<file path="config.mk">
export PLATFORM = sky130hd
export DESIGN_NAME = first_fit_register_run_allocator
export DESIGN_NICKNAME = d
export VERILOG_FILES = /design/src/rtl/ffra_pkg.sv /design/src/rtl/first_fit_register_run_allocator.sv
export SDC_FILE = /design/constraint.sdc
export NUM_CORES = 1
export LEC_CHECK = 0
export BUFFER_PORTS_ARGS = -buffer_cell sky130_fd_sc_hd__buf_2
export CAP_MARGIN = 25
export CORE_MARGIN = 2
export CORE_UTILIZATION = 64
export CTS_BUF_LIST = sky130_fd_sc_hd__clkbuf_8 sky130_fd_sc_hd__clkbuf_16
export DETAILED_ROUTE_END_ITERATION = 12
export PLACE_DENSITY = 0.83
export RECOVER_POWER = 25
export SYNTH_ARGS = -nofsm -noshare
export SYNTH_HDL_FRONTEND = slang
export SYNTH_SLANG_ARGS = --single-unit
</file>
<file path="constraint.sdc">
create_clock -name clk -period 12.21 [get_ports clk]
set_input_delay 1.221 -clock clk [delete_from_list [all_inputs] [get_ports clk]]
set_output_delay 1.221 -clock clk [all_outputs]
set_load 0.02 [all_outputs]
</file>
<file path="src/rtl/ffra_pkg.sv">
// Shared constants for the first-fit register run allocator.
package ffra_pkg;

	localparam int LEN_W    = 8;
	localparam int ADDR_W   = 17;
	localparam int BASE_W   = 16;
	localparam int STATUS_W = 2;

	localparam logic [STATUS_W-1:0] ST_OK          = 2'd0;
	localparam logic [STATUS_W-1:0] ST_OUT_OF_REGS = 2'd1;
	localparam logic [STATUS_W-1:0] ST_BAD_FREE    = 2'd2;

endpackage

</file>
<file path="src/rtl/first_fit_register_run_allocator.sv">
// Top level: occupancy memory, first-fit scan sequencer and result register.
// Allocate: a scan reads one bit a cycle from the occupancy memory port, then one bit is
// written a cycle for the run.
// Free: a bounds check, then a verify pass, then a clear pass.
// One item at a time, next transfer the cycle after the result loads; a result may wait.
// After reset the map is cleared one entry a cycle until every entry is clear; in_ready stays low.
module first_fit_register_run_allocator #(
	parameter int NUM_REGISTERS = 128
) (
	input  logic                           clk,
	input  logic                           arst_n,
	input  logic                           cfg_write,
	input  logic [ffra_pkg::BASE_W-1:0]    cfg_data,
	input  logic                           in_valid,
	output logic                           in_ready,
	input  logic                           action,
	input  logic [ffra_pkg::LEN_W-1:0]     run_length,
	input  logic [ffra_pkg::ADDR_W-1:0]    free_address,
	output logic                           out_valid,
	input  logic                           out_ready,
	output logic [ffra_pkg::STATUS_W-1:0]  status,
	output logic [ffra_pkg::ADDR_W-1:0]    granted_address
);

	localparam int IW = (NUM_REGISTERS > 1) ? $clog2(NUM_REGISTERS) : 1;
	localparam int CW = $clog2(NUM_REGISTERS + 1);
	localparam logic [CW-1:0] LAST_IDX = CW'(NUM_REGISTERS - 1);
	localparam logic [CW-1:0] NUM_C    = CW'(NUM_REGISTERS);

	typedef enum logic [2:0] {
		S_CLEAR,
		S_IDLE,
		S_ASCAN,
		S_AMARK,
		S_FCHECK,
		S_FVERIFY,
		S_FCLEAR,
		S_REPLY
	} state_t;

	state_t st_q;

	logic [ffra_pkg::BASE_W-1:0]   base_q;
	logic [CW-1:0]                 idx_q;
	logic [CW-1:0]                 last_q;
	logic [CW-1:0]                 pidx_s1;
	logic                          pv_s1;
	logic                          rd_s1;
	logic [ffra_pkg::LEN_W-1:0]    len_q;
	logic [ffra_pkg::LEN_W-1:0]    run_q;
	logic [ffra_pkg::ADDR_W-1:0]   addr_q;
	logic [ffra_pkg::STATUS_W-1:0] pend_status_q;
	logic [ffra_pkg::ADDR_W-1:0]   pend_addr_q;
	logic                          out_valid_q;
	logic [ffra_pkg::STATUS_W-1:0] status_q;
	logic [ffra_pkg::ADDR_W-1:0]   granted_q;

	logic mem_q [NUM_REGISTERS];
	logic          mem_we;
	logic          mem_wdata;
	logic [IW-1:0] mem_waddr;
	logic [IW-1:0] mem_raddr;

	logic                        scan_st;
	logic [ffra_pkg::LEN_W-1:0]  run_next;
	logic [CW-1:0]               first_c;
	logic [ffra_pkg::ADDR_W-1:0] first_full;
	logic                        free_bad;
	logic                        out_free;

	assign in_ready        = (st_q == S_IDLE);
	assign out_valid       = out_valid_q;
	assign status          = status_q;
	assign granted_address = granted_q;

	assign scan_st   = (st_q == S_ASCAN) || (st_q == S_FVERIFY);
	assign mem_we    = (st_q == S_CLEAR) || (st_q == S_AMARK) || (st_q == S_FCLEAR);
	assign mem_wdata = (st_q == S_AMARK);
	assign mem_waddr = idx_q[IW-1:0];
	assign mem_raddr = (idx_q < NUM_C) ? idx_q[IW-1:0] : '0;

	assign run_next = rd_s1 ? '0 : run_q + 8'd1;
	assign first_c  = pidx_s1 + CW'(1) - CW'(len_q);
	assign out_free = !out_valid_q || out_ready;

	assign first_full = addr_q - ffra_pkg::ADDR_W'(base_q);
	assign free_bad   = (len_q == '0)
		|| (addr_q < ffra_pkg::ADDR_W'(base_q))
		|| (first_full >= ffra_pkg::ADDR_W'(NUM_REGISTERS))
		|| ((18'(first_full) + 18'(len_q)) > 18'(NUM_REGISTERS));

	always_ff @(posedge clk) begin
		if (mem_we) begin
			mem_q[mem_waddr] <= mem_wdata;
		end
		rd_s1 <= mem_q[mem_raddr];
	end

	always_ff @(posedge clk or negedge arst_n) begin
		if (!arst_n) begin
			st_q        <= S_CLEAR;
			base_q      <= '0;
			idx_q       <= '0;
			pv_s1       <= 1'b0;
			out_valid_q <= 1'b0;
		end else begin
			if (cfg_write) begin
				base_q <= cfg_data;
			end
			if (out_valid_q && out_ready) begin
				out_valid_q <= 1'b0;
			end
			pidx_s1 <= idx_q;
			pv_s1   <= scan_st && (idx_q <= last_q);
			case (st_q)
				S_CLEAR: begin
					if (idx_q == LAST_IDX) begin
						st_q <= S_IDLE;
					end
					idx_q <= idx_q + CW'(1);
				end
				S_IDLE: begin
					if (in_valid) begin
						len_q  <= run_length;
						addr_q <= free_address;
						idx_q  <= '0;
						run_q  <= '0;
						last_q <= LAST_IDX;
						if (action) begin
							st_q <= S_FCHECK;
						end else if (run_length == '0 || int'(run_length) > NUM_REGISTERS) begin
							pend_status_q <= ffra_pkg::ST_OUT_OF_REGS;
							pend_addr_q   <= '0;
							st_q          <= S_REPLY;
						end else begin
							st_q <= S_ASCAN;
						end
					end
				end
				S_ASCAN: begin
					if (idx_q <= last_q) begin
						idx_q <= idx_q + CW'(1);
					end
					if (pv_s1) begin
						run_q <= run_next;
						if (run_next == len_q) begin
							idx_q         <= first_c;
							last_q        <= pidx_s1;
							pend_status_q <= ffra_pkg::ST_OK;
							pend_addr_q   <= ffra_pkg::ADDR_W'(base_q)
								+ ffra_pkg::ADDR_W'(first_c);
							st_q          <= S_AMARK;
						end else if (pidx_s1 == LAST_IDX) begin
							pend_status_q <= ffra_pkg::ST_OUT_OF_REGS;
							pend_addr_q   <= '0;
							st_q          <= S_REPLY;
						end
					end
				end
				S_AMARK: begin
					if (idx_q == last_q) begin
						st_q <= S_REPLY;
					end
					idx_q <= idx_q + CW'(1);
				end
				S_FCHECK: begin
					pend_addr_q <= '0;
					if (free_bad) begin
						pend_status_q <= ffra_pkg::ST_BAD_FREE;
						st_q          <= S_REPLY;
					end else begin
						idx_q  <= CW'(first_full);
						last_q <= CW'(first_full + ffra_pkg::ADDR_W'(len_q) - 17'd1);
						st_q   <= S_FVERIFY;
					end
				end
				S_FVERIFY: begin
					if (idx_q <= last_q) begin
						idx_q <= idx_q + CW'(1);
					end
					if (pv_s1) begin
						if (!rd_s1) begin
							pend_status_q <= ffra_pkg::ST_BAD_FREE;
							st_q          <= S_REPLY;
						end else if (pidx_s1 == last_q) begin
							idx_q <= last_q + CW'(1) - CW'(len_q);
							st_q  <= S_FCLEAR;
						end
					end
				end
				S_FCLEAR: begin
					if (idx_q == last_q) begin
						pend_status_q <= ffra_pkg::ST_OK;
						st_q          <= S_REPLY;
					end
					idx_q <= idx_q + CW'(1);
				end
				S_REPLY: begin
					if (out_free) begin
						out_valid_q <= 1'b1;
						status_q    <= pend_status_q;
						granted_q   <= pend_addr_q;
						st_q        <= S_IDLE;
					end
				end
				default: begin
					st_q <= S_IDLE;
				end
			endcase
		end
	end

endmodule

</file>
==> results.yml <==
status:
  status: "complete, but fails checks"
  violations: "max-capacitance violations, max-slew violations"
layout:
  synthToLayoutAreaGrowth_pct: 10.6
  antenna_cells: 0
  finish.utilization: 0.721
  drive_gt1_frac: 0.124
  nets: 1417
  fin_area_mm2: 0.0152
logic_synthesis:
  synth_most_common_cell: "edfxtp_1"
  synth_top_flop_cell: "edfxtp_1"
  post_synth_most_frequent_cells: "edfxtp_1, nor2_1, nand2_1"
  yosys-top-cells-area: "edfxtp_1, ha_1, dfrtp_1, nor2_1, mux4_2"
  synthesis.area_mm2: 0.0138
  synth_cells: 1221
  ys_warn_count: 0
  synthesis.nets: 1355
  yosys.area.top_type: "edfxtp_1"
  avgSynthCellArea_um2: 11.3
  synth-edff-count: 215
  synth_seq_cells: 245
  synth_cell_types: 76
  ys_seq_area_frac: 0.524
  synthArstFlopShare: 0.118
  yosysTopAreaCellShare: 0.469
setup_path:
  cp-start-kind: "flip-flop"
  worstSetupEndpointType: "flip-flop"
  worstPathRequired_ns: 11.88
  path_max_fanout: 127
  reg2regPathDepth: 4
  cp.arrival_ns: 5.09
  path_class: "flip-flop to flip-flop"
min_path:
  hp-class: "flip-flop to flip-flop"
  whs_path_depth: 0
grt:
  grtUsageTotal: 0.302
  antenna_found_initial: 0
  grt-ovfl-total: 0
  first_global_vias: 9844
  grt_pass1_wl_mm: 52.7
  grt_max_degree: 129
power:
  cellPowerDensity_mw_per_mm2: 207
  p_leak_nw: 5.70
  finalPower_mw: 3.15
  max-vdd-ir-drop_uv: 173
route:
  wl_mm: 33.4
  drtAntennaViolNets: 0
  vias: 10100
  route.detailed.vias_per_inst: 6.38
  drt_pre_antenna_iters: 6
  wl_per_cell_um: 21.2
  drc_errors: 0
  first_iter_violations: 1239
place:
  post-place-ws_ns: 7.04
  io_buffer_count: 67
  post_dp_cell_area_mm2: 0.0143
  gp_congestion: 0.942
  dp.final_hpwl_mm: 23.4
clock_tree:
  cts.clk_slew.worst_paths_ns: 0.06
  cts_num_sinks: 245
  cts_tree: "done"
  cts_resized: 0
  postCtsHoldBufs: 0
  clk_path_buf_depth: 3
  numCtsBuffers: 26
  postCtsSetupBuffers: 0
  htreeDepth: 1
  clk_latency_ns: 0.54
  cts_root_buf: "clkbuf_16"
sta:
  tightest_slew_ns: 4.51
  min_period_ns: 5.41
  rsz0062_at_grt: "no"
  fmax_ghz: 0.185
  period_share: 0.443
  relSlewSlack: -2.01
  layout_setup_ws_ns: 6.80
  finalSetupViolCount: 0
  finalHoldViolCount: 0
  fin_setup_tns_ns: 0
  clock_skew_ns: 0.0121
  drv_slew: 217
floorplan:
  rows: 53
  start_util: 0.652
  core_area_mm2: 0.0211
  pin_count: 68
  chipHeight_um: 151
  dieWidth_um: 151
  die_area_mm2: 0.0227
run:
  maxCapViolations: 3
[layer usage]
| metal | vias up | GRT usage | part of all wire |
|---|---|---|---|
| met5 | - | 0 | 0 |
| met3 | 98 | 0.0436 | 0.10 |
| met4 | 0 | 0.0911 | 0.032 |
| met2 | 606 | 0.491 | 0.47 |
| met1 | 4788 | 0.426 | 0.40 |
| li1 | 4575 | - | - |
[flip-flops by register name (all words and copies together), names as in the netlist]
name	cells
addr_q	17
base_q	16
granted_address	17
idx_q	8
last_q	8
len_q	8
mem_q	128
out_valid	1
pend_addr_q	17
pend_status_q	2
pidx_s1	8
pv_s1	1
rd_s1	1
run_q	8
st_q	3
status	2
[cell type report]
cell class,instances,area [um2]
clock buffer,27,676
clock inverter,21,209
fill,1426,5880
inverter,76,285
multi-input combinational,852,6070
sequential,245,7200
tap,275,344
timing repair buffer,82,422
[worst max-delay path: stages, from the launching register on]
cell and delay, ns:
dfrtp_1 0.57, clkinv_1 0.36, nor3_1 0.22, clkbuf_4 0.17
clkbuf_1 3.13
[layout by cell type, fill, tap and decap left out, types with 7 or more instances in the layout]
master	instances
edfxtp_1	215
nor2_1	187
nand2_1	83
inv_1	81
ha_1	81
buf_2	64
a21oi_1	57
xnor2_1	56
o21ai_0	50
dfrtp_1	28
mux2i_1	27
clkbuf_16	27
mux4_2	24
nand3_1	20
nor2b_1	18
xor2_1	17
o22ai_1	17
nor3_1	16
a21o_1	15
nand2b_1	14
a211oi_1	14
nand4_1	13
o211ai_1	11
or3_1	10
a22oi_1	9
clkbuf_1	9
o21bai_1	8
buf_4	8
and2_1	7
a31oi_1	7
[power breakdown]
group | internal (mW) | switching, mW
Clock | 0.485 | 0.328
Combinational | 0.445 | 0.725
Sequential | 1.08 | 0.0900
Total | 2.01 | 1.14
[metrics by stage]
step	instances	hold WS, ns
after global placement	1527	0.402
after global routing	1578	0.424
after floorplan	1221	0.400
after detailed placement	1527	0.406
final	1578	0.416
after CTS	1575	0.417
[logic make-up (layout without fill, tap and decap cells)]
| group | count (synthesis) | after routing | synth area share |
|---|---|---|---|
| AND/OR/NAND/NOR | 401 | 401 | 0.133 |
| flip-flops | 245 | 245 | 0.524 |
| AO/OA/AOI/OAI | 227 | 227 | 0.107 |
| buffers and inverters | 124 | 206 | 0.0358 |
| adder cells (fa/ha/maj) | 87 | 87 | 0.0824 |
| XOR/XNOR | 75 | 75 | 0.0498 |
| multiplexers | 62 | 62 | 0.0691 |
[final timing paths]
check	slack [ns]	endpoint	from
max	6.80	mem_q[13]	st_q[0]
min in group asynchronous	1.54	base_q[14]	arst_n
min	0.42	granted_address[15]	pend_addr_q[15]
max in group asynchronous	9.05	idx_q[0]	arst_n
max reg2reg	6.80	mem_q[13]	st_q[0]
min reg2reg	0.42	granted_address[15]	pend_addr_q[15]
Power figures use the tool's default switching activity.
